`src/tccw_pkg.sv`:
```
// ----------------------------------------------------------------------------
// tccw_pkg: shared types and constants for the text console cell writer
// Command codes, control/status bundles and the hex glyph lookup.
// ----------------------------------------------------------------------------
package tccw_pkg;

  localparam int ADDR_W      = 11;
  localparam int VALUE_W     = 16;
  localparam int CHAR_W      = 8;
  localparam int COLOR_W     = 8;
  localparam int NUM_W       = 32;
  localparam int CMD_W       = 2;
  localparam int DEC_DIGITS  = 10;
  localparam int CNT_W       = 4;
  localparam int PROD_W      = 2 * NUM_W;
  localparam int RECIP_SHIFT = 35;
  localparam int QUOT_W      = PROD_W - RECIP_SHIFT;

  localparam logic [CMD_W-1:0]   CMD_PUT     = 2'd0;
  localparam logic [CMD_W-1:0]   CMD_HEX     = 2'd1;
  localparam logic [CMD_W-1:0]   CMD_DEC     = 2'd2;

  localparam logic [CHAR_W-1:0]  NL_CODE     = 8'd10;
  localparam logic [CHAR_W-1:0]  CHAR_ZERO   = 8'h30;
  localparam logic [CHAR_W-1:0]  CHAR_HEX_A  = 8'h37;  // 'A' - 10
  localparam logic [COLOR_W-1:0] COLOR_RST   = 8'd7;
  localparam logic [NUM_W-1:0]   RECIP_TEN   = 32'hCCCC_CCCD;
  localparam logic [CNT_W-1:0]   HEX_CELLS   = 4'd8;
  localparam logic [CNT_W-1:0]   ONE_CELL    = 4'd1;

  typedef enum logic [1:0] {
    S_IDLE,
    S_MUL,
    S_REM,
    S_EMIT
  } state_t;

  typedef enum logic [1:0] {
    MODE_CHAR,
    MODE_HEX,
    MODE_DEC
  } mode_t;

  typedef struct packed {
    logic  load;
    mode_t mode;
    logic  newline;
    logic  mul;
    logic  rem;
    logic  emit;
  } dp_cmd_t;

  typedef struct packed {
    logic q_zero;
    logic last;
    logic slot_free;
  } dp_stat_t;

  function automatic logic [CHAR_W-1:0] hex_glyph(input logic [3:0] nib);
    logic [CHAR_W-1:0] wide;
    wide = {4'h0, nib};
    return (nib < 4'd10) ? (CHAR_ZERO + wide) : (CHAR_HEX_A + wide);
  endfunction

endpackage

```
`src/tccw_ctrl.sv`:
```
// ----------------------------------------------------------------------------
// tccw_ctrl: sequencing state machine
// Accepts requests, runs the decimal digit loop and paces the cell writes.
// ----------------------------------------------------------------------------
module tccw_ctrl (
  input  logic                           clk,
  input  logic                           rst_n,
  input  logic                           in_valid,
  output logic                           in_ready,
  input  logic [tccw_pkg::CMD_W-1:0]     in_command,
  input  logic [tccw_pkg::CHAR_W-1:0]    in_char_code,
  input  tccw_pkg::dp_stat_t             stat,
  output tccw_pkg::dp_cmd_t              cmd
);
  import tccw_pkg::*;

  state_t state_r, state_nxt;

  always_ff @(posedge clk) begin
    if (!rst_n) begin
      state_r <= S_IDLE;
    end else begin
      state_r <= state_nxt;
    end
  end

  always_comb begin
    state_nxt = state_r;
    cmd       = '0;
    cmd.mode  = MODE_CHAR;
    in_ready  = (state_r == S_IDLE);
    unique case (state_r)
      S_IDLE: begin
        if (in_valid) begin
          case (in_command)
            CMD_PUT: begin
              if (in_char_code == NL_CODE) begin
                cmd.newline = 1'b1;
              end else begin
                cmd.load  = 1'b1;
                cmd.mode  = MODE_CHAR;
                state_nxt = S_EMIT;
              end
            end
            CMD_HEX: begin
              cmd.load  = 1'b1;
              cmd.mode  = MODE_HEX;
              state_nxt = S_EMIT;
            end
            CMD_DEC: begin
              cmd.load  = 1'b1;
              cmd.mode  = MODE_DEC;
              state_nxt = S_MUL;
            end
            default: ;  // unused code: drop
          endcase
        end
      end
      S_MUL: begin
        cmd.mul   = 1'b1;
        state_nxt = S_REM;
      end
      S_REM: begin
        cmd.rem   = 1'b1;
        state_nxt = stat.q_zero ? S_EMIT : S_MUL;
      end
      S_EMIT: begin
        if (stat.slot_free) begin
          cmd.emit = 1'b1;
          if (stat.last) begin
            state_nxt = S_IDLE;
          end
        end
      end
      default: state_nxt = S_IDLE;
    endcase
  end

endmodule

```
`src/tccw_dp.sv`:
```
// ----------------------------------------------------------------------------
// tccw_dp: cursor, digit extraction and output register
// Holds the cursor and color, splits numbers into digits, drives the cells.
// ----------------------------------------------------------------------------
module tccw_dp #(
  parameter int COLUMNS = 80,
  parameter int ROWS    = 25
) (
  input  logic                           clk,
  input  logic                           rst_n,
  input  tccw_pkg::dp_cmd_t              cmd,
  output tccw_pkg::dp_stat_t             stat,
  input  logic [tccw_pkg::CHAR_W-1:0]    in_char_code,
  input  logic [tccw_pkg::NUM_W-1:0]     in_number,
  input  logic                           cfg_we,
  input  logic [tccw_pkg::COLOR_W-1:0]   cfg_text_color,
  output logic                           out_valid,
  input  logic                           out_ready,
  output logic [tccw_pkg::ADDR_W-1:0]    out_cell_address,
  output logic [tccw_pkg::VALUE_W-1:0]   out_cell_value,
  output logic                           out_last_of_run
);
  import tccw_pkg::*;

  localparam int COL_W = (COLUMNS > 1) ? $clog2(COLUMNS) : 1;
  localparam int ROW_W = (ROWS > 1) ? $clog2(ROWS) : 1;
  localparam int SUM_W = COL_W + ROW_W;
  localparam int AW    = (SUM_W > ADDR_W) ? SUM_W : ADDR_W;

  logic [COL_W-1:0]   col_r, col_nxt;
  logic [ROW_W-1:0]   row_r, row_nxt, row_inc;
  logic [COLOR_W-1:0] color_r;
  logic               out_valid_r;
  logic [CNT_W-1:0]   cnt_r;
  mode_t              mode_r;
  logic [CHAR_W-1:0]  char_r;
  logic [NUM_W-1:0]   num_r;
  logic [PROD_W-1:0]  prod_r;
  logic [3:0]         dig_r [DEC_DIGITS];
  logic [ADDR_W-1:0]  addr_r;
  logic [VALUE_W-1:0] value_r;
  logic               last_r;

  logic [QUOT_W-1:0]  quot;
  logic [NUM_W-1:0]   quot_ext;
  logic [NUM_W-1:0]   rem_full;
  logic [CNT_W-1:0]   pop_idx;
  logic [CHAR_W-1:0]  glyph;
  logic [AW-1:0]      addr_full;

  assign quot     = prod_r[PROD_W-1:RECIP_SHIFT];
  assign quot_ext = NUM_W'(quot);
  // remainder = v - 10*q, with 10*q as two shifts
  assign rem_full = num_r - ((quot_ext << 3) + (quot_ext << 1));
  assign pop_idx  = cnt_r - ONE_CELL;

  assign stat.q_zero    = (quot == '0);
  assign stat.last      = (cnt_r == ONE_CELL);
  assign stat.slot_free = !out_valid_r || out_ready;

  assign addr_full = AW'(row_r) * AW'(COLUMNS) + AW'(col_r);

  always_comb begin
    case (mode_r)
      MODE_CHAR: glyph = char_r;
      MODE_HEX:  glyph = hex_glyph(num_r[NUM_W-1 -: 4]);
      MODE_DEC:  glyph = CHAR_ZERO + {4'h0, dig_r[pop_idx]};
      default:   glyph = char_r;
    endcase
  end

  // cursor: next row wraps, column wraps into the next row
  always_comb begin
    row_inc = (row_r == ROW_W'(ROWS - 1)) ? '0 : row_r + 1'b1;
    col_nxt = col_r;
    row_nxt = row_r;
    if (cmd.newline) begin
      col_nxt = '0;
      row_nxt = row_inc;
    end else if (cmd.emit) begin
      if (col_r == COL_W'(COLUMNS - 1)) begin
        col_nxt = '0;
        row_nxt = row_inc;
      end else begin
        col_nxt = col_r + 1'b1;
      end
    end
  end

  always_ff @(posedge clk) begin
    if (!rst_n) begin
      col_r       <= '0;
      row_r       <= '0;
      color_r     <= COLOR_RST;
      out_valid_r <= 1'b0;
      cnt_r       <= '0;
      mode_r      <= MODE_CHAR;
    end else begin
      col_r <= col_nxt;
      row_r <= row_nxt;
      if (cfg_we) begin
        color_r <= cfg_text_color;
      end
      if (cmd.emit) begin
        out_valid_r <= 1'b1;
      end else if (out_ready) begin
        out_valid_r <= 1'b0;
      end
      if (cmd.load) begin
        mode_r <= cmd.mode;
        case (cmd.mode)
          MODE_CHAR: cnt_r <= ONE_CELL;
          MODE_HEX:  cnt_r <= HEX_CELLS;
          default:   cnt_r <= '0;
        endcase
      end else if (cmd.rem) begin
        cnt_r <= cnt_r + ONE_CELL;
      end else if (cmd.emit) begin
        cnt_r <= pop_idx;
      end
    end
  end

  always_ff @(posedge clk) begin
    if (cmd.load) begin
      char_r <= in_char_code;
      num_r  <= in_number;
    end else if (cmd.rem) begin
      num_r <= quot_ext;
    end else if (cmd.emit && mode_r == MODE_HEX) begin
      num_r <= num_r << 4;
    end
    if (cmd.mul) begin
      prod_r <= PROD_W'(num_r) * PROD_W'(RECIP_TEN);
    end
    if (cmd.rem) begin
      dig_r[cnt_r] <= rem_full[3:0];
    end
    if (cmd.emit) begin
      addr_r  <= addr_full[ADDR_W-1:0];
      value_r <= {color_r, glyph};
      last_r  <= stat.last;
    end
  end

  assign out_valid        = out_valid_r;
  assign out_cell_address = addr_r;
  assign out_cell_value   = value_r;
  assign out_last_of_run  = last_r;

endmodule

```
`src/text_console_cell_writer.sv`:
```
// ----------------------------------------------------------------------------
// text_console_cell_writer: text-mode console cell writer
// Turns character, hex and decimal requests into screen cell writes.
// ----------------------------------------------------------------------------
// Usage:
//   in_*  : one request per handshake. in_command selects put character (0),
//           eight hex digits (1) or decimal (2); code 3 is dropped. A newline
//           byte moves the cursor to column 0 of the next row and writes no cell.
//   out_* : one cell write per handshake, address row*COLUMNS+column and value
//           {color, character}; out_last_of_run flags the final cell of a request.
//   cfg_* : write the attribute byte; take it only while the block is idle.
// Timing:
//   A request is taken on its handshake and its cells follow one per cycle
//   while out_ready is high. Put character and hex go straight to the cell
//   loop; decimal first runs the divide-by-ten loop (reciprocal multiply, then
//   remainder) once per digit, then sends the digits out. The next request is
//   taken once the last cell sits in the output register.
// Reset: cursor to row 0 column 0, color 7, output empty.
// Stall: the output register holds while out_ready is low; the cell loop
//   waits on it and in_ready stays low until the request finishes.
// ----------------------------------------------------------------------------
module text_console_cell_writer #(
  parameter int COLUMNS = 80,
  parameter int ROWS    = 25
) (
  input  logic                           clk,
  input  logic                           rst_n,
  input  logic                           in_valid,
  output logic                           in_ready,
  input  logic [tccw_pkg::CMD_W-1:0]     in_command,
  input  logic [tccw_pkg::CHAR_W-1:0]    in_char_code,
  input  logic [tccw_pkg::NUM_W-1:0]     in_number,
  output logic                           out_valid,
  input  logic                           out_ready,
  output logic [tccw_pkg::ADDR_W-1:0]    out_cell_address,
  output logic [tccw_pkg::VALUE_W-1:0]   out_cell_value,
  output logic                           out_last_of_run,
  input  logic                           cfg_valid,
  output logic                           cfg_ready,
  input  logic [tccw_pkg::COLOR_W-1:0]   cfg_text_color
);
  import tccw_pkg::*;

  dp_cmd_t  cmd;
  dp_stat_t stat;

  // attribute register is always ready to take a write
  assign cfg_ready = 1'b1;

  // sequencing: request accept, digit loop, cell pacing
  tccw_ctrl u_ctrl (
    .clk          (clk),
    .rst_n        (rst_n),
    .in_valid     (in_valid),
    .in_ready     (in_ready),
    .in_command   (in_command),
    .in_char_code (in_char_code),
    .stat         (stat),
    .cmd          (cmd)
  );

  // cursor, digit extraction and output register
  tccw_dp #(
    .COLUMNS (COLUMNS),
    .ROWS    (ROWS)
  ) u_dp (
    .clk              (clk),
    .rst_n            (rst_n),
    .cmd              (cmd),
    .stat             (stat),
    .in_char_code     (in_char_code),
    .in_number        (in_number),
    .cfg_we           (cfg_valid && cfg_ready),
    .cfg_text_color   (cfg_text_color),
    .out_valid        (out_valid),
    .out_ready        (out_ready),
    .out_cell_address (out_cell_address),
    .out_cell_value   (out_cell_value),
    .out_last_of_run  (out_last_of_run)
  );

endmodule

```
`config.mk`:
```
export PLATFORM = sky130hd
export DESIGN_NAME = text_console_cell_writer
export DESIGN_NICKNAME = d
export VERILOG_FILES = /design/src/tccw_pkg.sv /design/src/tccw_ctrl.sv /design/src/tccw_dp.sv /design/src/text_console_cell_writer.sv
export SDC_FILE = /design/constraint.sdc
export NUM_CORES = 1
export LEC_CHECK = 0
export ABC_CLOCK_PERIOD_IN_PS = 9500
export BUFFER_PORTS_ARGS = -buffer_cell sky130_fd_sc_hd__buf_2
export CAP_MARGIN = 20
export CORE_MARGIN = 3
export CORE_UTILIZATION = 57
export CTS_CLUSTER_DIAMETER = 100
export DETAILED_ROUTE_END_ITERATION = 16
export PLACE_DENSITY_LB_ADDON = 0.15
export SETUP_SLACK_MARGIN = 0.2
export SYNTH_ARGS = -nofsm -noshare
export SYNTH_HDL_FRONTEND = slang
export SYNTH_SLANG_ARGS = --single-unit
```
`constraint.sdc`:
```
create_clock -name clk -period 9.5 [get_ports clk]
set_input_delay 0.475 -clock clk [delete_from_list [all_inputs] [get_ports clk]]
set_output_delay 0.475 -clock clk [all_outputs]
set_load 0.02 [all_outputs]
```
==> qor.csv, run 1 <==
metric;value;unit
hold_buffers;0;
grt_max_degree;61;
io_pins;86;
hold_class;input port to flop;
hold_depth;1;
die_h;213;um
syn_area;24400;sq um
std_cell_rows;75;
status;finished clean;
drt-vias-per-instance;5.83;
synthCells;2323;
finClkSkew;0.0123;ns
yosysTopAreaCell;fa_1;
drv_cap;0;
synth_common_cells;571 x inv_1, 389 x fa_1, 379 x ha_1;
cp_max_fo;6;
r2r-start;u_dp.num_r[13];
clk_latency;0.45;ns
cts_resized;0;
drv_slew;0;
syn_avg_cell_area;10.5;sq um
cts.clk_slew.worst_paths;0.08;ns
cp_num_cells;23;
die_x;213;um
hold_violations;0;
slew_headroom;23.5;%
worstSetupStartpoint;u_dp.num_r[13];
groute.usage.overall;34.8;%
worstPathRequired;9.64;ns
min_period;8.79;ns
routabilityCongestion;1.03;
fin_tns_setup;0;ns
cp-endpoint;u_dp.prod_r[44];
route.detailed.drc;0;
cp_data_arrival_time;8.93;ns
rrSetupSlack;0.71;ns
synth.yosys.seq_area_share;19.2;%
drt-initial-drc-count;1291;
ys_seq_elements;166;
dpl.hpwl;65.1;mm
cts_sinks;166;
post_cts_buffers;0;
die-area;45300;sq um
area_growth;6.22;%
grt_overflow;0;
fin_nets;3205;
worstRegToRegCells;23;
core_area;42100;sq um
met1_length;31.1;mm
first_pass_iters;5;
path_delay_family;adder cells;
cpMostUsedCell;fa_1;
vias;17100;
syn_nets;3146;
path_buf_inv;6;
ys_async_sr_fraction;0;%
critical_path.cell_chain;ha_1, inv_1, fa_1, inv_1, fa_1, inv_1, fa_1, inv_1, fa_1, fa_1, fa_1, inv_1, fa_1, inv_1, ha_1, a21o_1, a221oi_2, a21boi_1, a211oi_1, a41o_1, nor4_2, or2_1, xnor2_1;
cp-end-kind;flop;
fmax;114;MHz
antenna_found_initial;5;
start_kind;flop;
wl;75.3;mm
root_buffer;clkbuf_16;
min_from;in_char_code[2];
yosys-top-cells-area;fa_1 32%, ha_1 19%, edfxtp_1 17%;
yosys.cell_types.count;88;
wl_met2;35.5;mm
post-route-period-util;92.6;%
start_util;57.9;%
yosys_warnings;0;
drive_above_1_share;6.76;%
grt_setup_unrepaired;no;
drtAntennaViolNets;0;
reg2reg_to;u_dp.prod_r[44];
synth-main-ff-cell;edfxtp_1;
post-synth-top-area-fraction;31.9;%
synth-edff-count;137;
cpPeakStageDelay;0.80;ns
htree_num_levels;4;
crit_type;flop to flop;
n_fill_cell;3563;
worst_slew_pin_slew;1.14;ns
setup_viol;0;
route.detailed.wl_per_inst;25.7;um
cts_buffers;17;
met3_wirelength;4.96;mm
numPortBuffers;84;
cts.path.max_buffers;2;
cts_tree;yes;
top_layer_used;met5;
yosysMostFrequentCell;inv_1;
grt_pass1_wl;113;mm
grt_pass1_vias;18100;
critical-path-slowest-cell;edfxtp_1;
==> layout make-up <==
class / count / area [sq um] / share of cell area, %
multi-input cells: 1534 / 17300 / 66.8
flip-flops and latches: 166 / 4690 / 18.1
inverters: 572 / 2150 / 8.28
well taps: 539 / 674 / 2.60
repair buffers: 91 / 470 / 1.81
clock buffers: 17 / 425 / 1.64
clock inverters: 15 / 189 / 0.729
diodes: 1 / 2.50 / 0.00965
==> kinds of logic after synthesis <==
logic type / Yosys count / synth area share, %
xor+xnor: 97 / 3.48
buf+inv: 623 / 9.82
compound gates: 288 / 7.67
other cells: 1 / 0.0154
simple gates: 360 / 7.20
fa+ha+maj: 768 / 51.3
mux: 20 / 1.23
flops: 166 / 19.2
==> layout by cell type (no fill, tap or decap), drive strengths merged, types with 31 or more instances in the layout <==
| cell type | synthesis | layout |
|---|---|---|
| edfxtp | 137 | 137 |
| a31oi | 31 | 31 |
| inv | 572 | 580 |
| nor2 | 74 | 74 |
| fa | 389 | 389 |
| buf | 5 | 91 |
| ha | 379 | 379 |
| xor2 | 52 | 52 |
| nand2 | 136 | 136 |
| a21o | 43 | 43 |
| a21oi | 93 | 93 |
| o21ai | 49 | 49 |
| xnor2 | 45 | 45 |
==> state kept, by name, indices dropped and copies added, names as in the netlist, 2 cells and up <==
signal,count
u_dp.row_r,5
u_dp.out_cell_value,16
u_dp.dig_r,40
u_dp.mode_r,2
u_dp.num_r,32
u_dp.cnt_r,4
u_dp.color_r,8
u_dp.char_r,8
u_ctrl.state_r,2
u_dp.prod_r,29
u_dp.col_r,7
u_dp.out_cell_address,11
==> worst reg2reg max path: cells and delay by family (launching register included) <==
kind | cells | cell delay, ns
adder cells (fa/ha/maj) | 9 | 4.43
AO/OA/AOI/OAI | 5 | 1.70
flip-flops | 1 | 0.80
XOR/XNOR | 1 | 0.66
buffers and inverters | 6 | 0.50
AND/OR/NAND/NOR | 2 | 0.40
==> metal layers <==
metal / vias to the layer above / global-route usage (%)
met4: 4 / 14.8
li1: 7598 / -
met3: 141 / 5.77
met5: - / 0
met1: 8732 / 47.0
met2: 634 / 56.1
==> per-stage QoR <==
stage          hold slack [ns]  instance area [sq um]  util (%)  std cells  setup WS (ns)
6_report                 0.206                  25900      61.5       2935          0.706
3_3_place_gp             0.409                  25300      60.0       2901          0.822
5_1_grt                  0.195                  25900      61.5       2934          0.527
4_1_cts                  0.194                  25900      61.5       2934          0.870
3_5_place_dp             0.415                  25300      60.1       2902          0.897
2_1_floorplan            0.408                  24400         -       2323           2.72
==> how the worst min path moves through the flow <==
| stage | end | slack [ns] |
|---|---|---|
| global route | u_dp.char_r[7] | 0.20 |
| floorplan | u_dp.out_cell_value[10] | 0.41 |
| CTS | u_dp.char_r[2] | 0.19 |
| detailed placement | u_dp.out_cell_value[9] | 0.42 |
| global placement | u_dp.out_cell_value[9] | 0.41 |
| finish | u_dp.char_r[2] | 0.21 |
Power of run 1 is left out: the tool's default activity adds up to more than one toggle a clock period on the data nets, which glitch-free logic cannot reach.
==> run 2: changes to the inputs <==
- CORE_UTILIZATION: 57 -> 25
==> run 2 against run 1 <==
  * Critical path depth decreased by 1
  * Critical endpoint is now u_dp.prod_r[52]
  * Utilization decreased by 34 points
  * Worst hold slack got worse by 0.014 ns
  * Maximum frequency increased by 3.9%
  * Non-clock buffer count increased by 6
  * Via count decreased by 3.0%
  * Flip-flop and latch count unchanged
  * Register-to-register slack improved by 0.33 ns
  * Die area increased by 120%
  * Global-route usage decreased by 18 points
==> qor.csv, run 2 (synthesis gave the netlist of run 1 again) <==
metric;value;unit
route.detailed.wl_per_inst;23.0;um
grt_pass1_vias;17900;
reg2reg_to;u_dp.prod_r[52];
cts_resized;0;
post-route-period-util;89.1;%
final_common_cell;inv_1;
slew_headroom;30.4;%
die_x;318;um
r2r-start;u_dp.num_r[15];
htree_num_levels;4;
grt_setup_unrepaired;no;
start_kind;flop;
fin_tns_setup;0;ns
antenna_found_initial;2;
cpMostUsedCell;fa_1;
worstPathRequired;9.71;ns
vias;16600;
grt_max_degree;61;
area_growth;9.92;%
clk_latency;0.48;ns
hold_buffers;0;
drt-vias-per-instance;4.53;
cpPeakStageDelay;0.82;ns
groute.usage.overall;16.6;%
setup_viol;0;
status;finished clean;
min_period;8.46;ns
antenna_cells;0;
cp_data_arrival_time;8.67;ns
io_pins;86;
hold_depth;1;
worst_slew_pin_slew;1.04;ns
hold_violations;0;
grt_pass1_wl;123;mm
first_pass_iters;7;
cp_max_fo;6;
post_cts_buffers;0;
cts_buffers;17;
drive_above_1_share;6.91;%
fin_nets;3211;
largest_reg_flops;40;
fmax;118;MHz
numPortBuffers;84;
finClkSkew;0.0248;ns
max_flop_register;u_dp.dig_r;
dpl.hpwl;74.2;mm
cts_sinks;166;
die_h;318;um
worstRegToRegCells;22;
routabilityCongestion;0.908;
critical-path-slowest-cell;edfxtp_1;
grt_overflow;0;
min_from;in_char_code[0];
critical_path.cell_chain;ha_1, inv_1, fa_1, inv_1, fa_1, inv_1, fa_1, inv_1, fa_1, fa_1, fa_1, fa_1, ha_1, and3_1, a221oi_2, a21boi_1, a211oi_1, a41o_1, nor4_2, or2_1, a311oi_1, xnor2_1;
route.detailed.drc;0;
std_cell_rows;113;
drtAntennaViolNets;0;
die-area;101000;sq um
cts_tree;yes;
drv_slew;0;
top_regs;u_dp.dig_r (40), u_dp.num_r (32), u_dp.prod_r (29);
holdPathEnd;u_dp.char_r[0];
cts.path.max_buffers;2;
fin_ws;1.04;ns
hold_class;input port to flop;
dp_slack;1.11;ns
crit_type;flop to flop;
core_area;95900;sq um
drv_cap;0;
cp-end-kind;flop;
start_util;25.5;%
cts.clk_slew.worst_paths;0.07;ns
drt-initial-drc-count;1033;
rrSetupSlack;1.04;ns
layout_common_cells;571 x inv_1, 389 x fa_1, 379 x ha_1;
root_buffer;clkbuf_16;
wl;84.3;mm
## run 2: changes by cell type in the layout (fill, tap and decap cells not counted), sizes merged
cell	before	now
diode	1	0
buf	91	97
## run 2: stage by stage
stage | cell area, sq um | std cells | hold WS, ns | utilization (%)
2_1_floorplan | 24400 | 2323 | 0.408 | -
3_3_place_gp | 26300 | 3634 | 0.410 | 27.4
3_5_place_dp | 26300 | 3634 | 0.414 | 27.4
4_1_cts | 26800 | 3666 | 0.160 | 28.0
5_1_grt | 26800 | 3666 | 0.172 | 28.0
6_report | 26800 | 3666 | 0.191 | 28.0
## run 2: worst max-delay path, delay by kind of cell, from the launching register on
kind                     cells  cell delay [ns]
flip-flops                   1             0.82
XOR/XNOR                     1             0.13
adder cells (fa/ha/maj)      9             4.50
AO/OA/AOI/OAI                5             1.78
buffers and inverters        4             0.41
AND/OR/NAND/NOR              3             0.54
## run 2: metal layers
metal	global-route usage, %	wire, um	up-vias
li1	-	-	7605
met1	23.7	39600	8584
met2	27.8	40400	355
met3	1.23	2740	49
met4	3.36	1500	0
met5	0	0	-
## run 2: worst max path at each step
stage / startpoint / cells past startpoint / slack (ns) / end
final: u_dp.num_r[15] / 22 / 1.04 / u_dp.prod_r[52]
after CTS: u_dp.num_r[19] / 24 / 1.09 / u_dp.prod_r[52]
after floorplan: u_dp.num_r[18] / 24 / 2.72 / u_dp.prod_r[52]
after detailed placement: u_dp.num_r[19] / 24 / 1.11 / u_dp.prod_r[52]
after global routing: u_dp.num_r[0] / 23 / 0.74 / u_dp.prod_r[52]
after global placement: u_dp.num_r[19] / 24 / 1.06 / u_dp.prod_r[52]
## run 2: layout make-up
type | count | area, sq um
repair buffers | 97 | 518
flip-flops and latches | 166 | 4690
clock buffers | 17 | 425
well taps | 1265 | 1580
fillers | 10100 | 69000
inverters | 572 | 2150
multi-input cells | 1534 | 17300
clock inverters | 15 | 138
Power of run 2 is left out for the same reason.
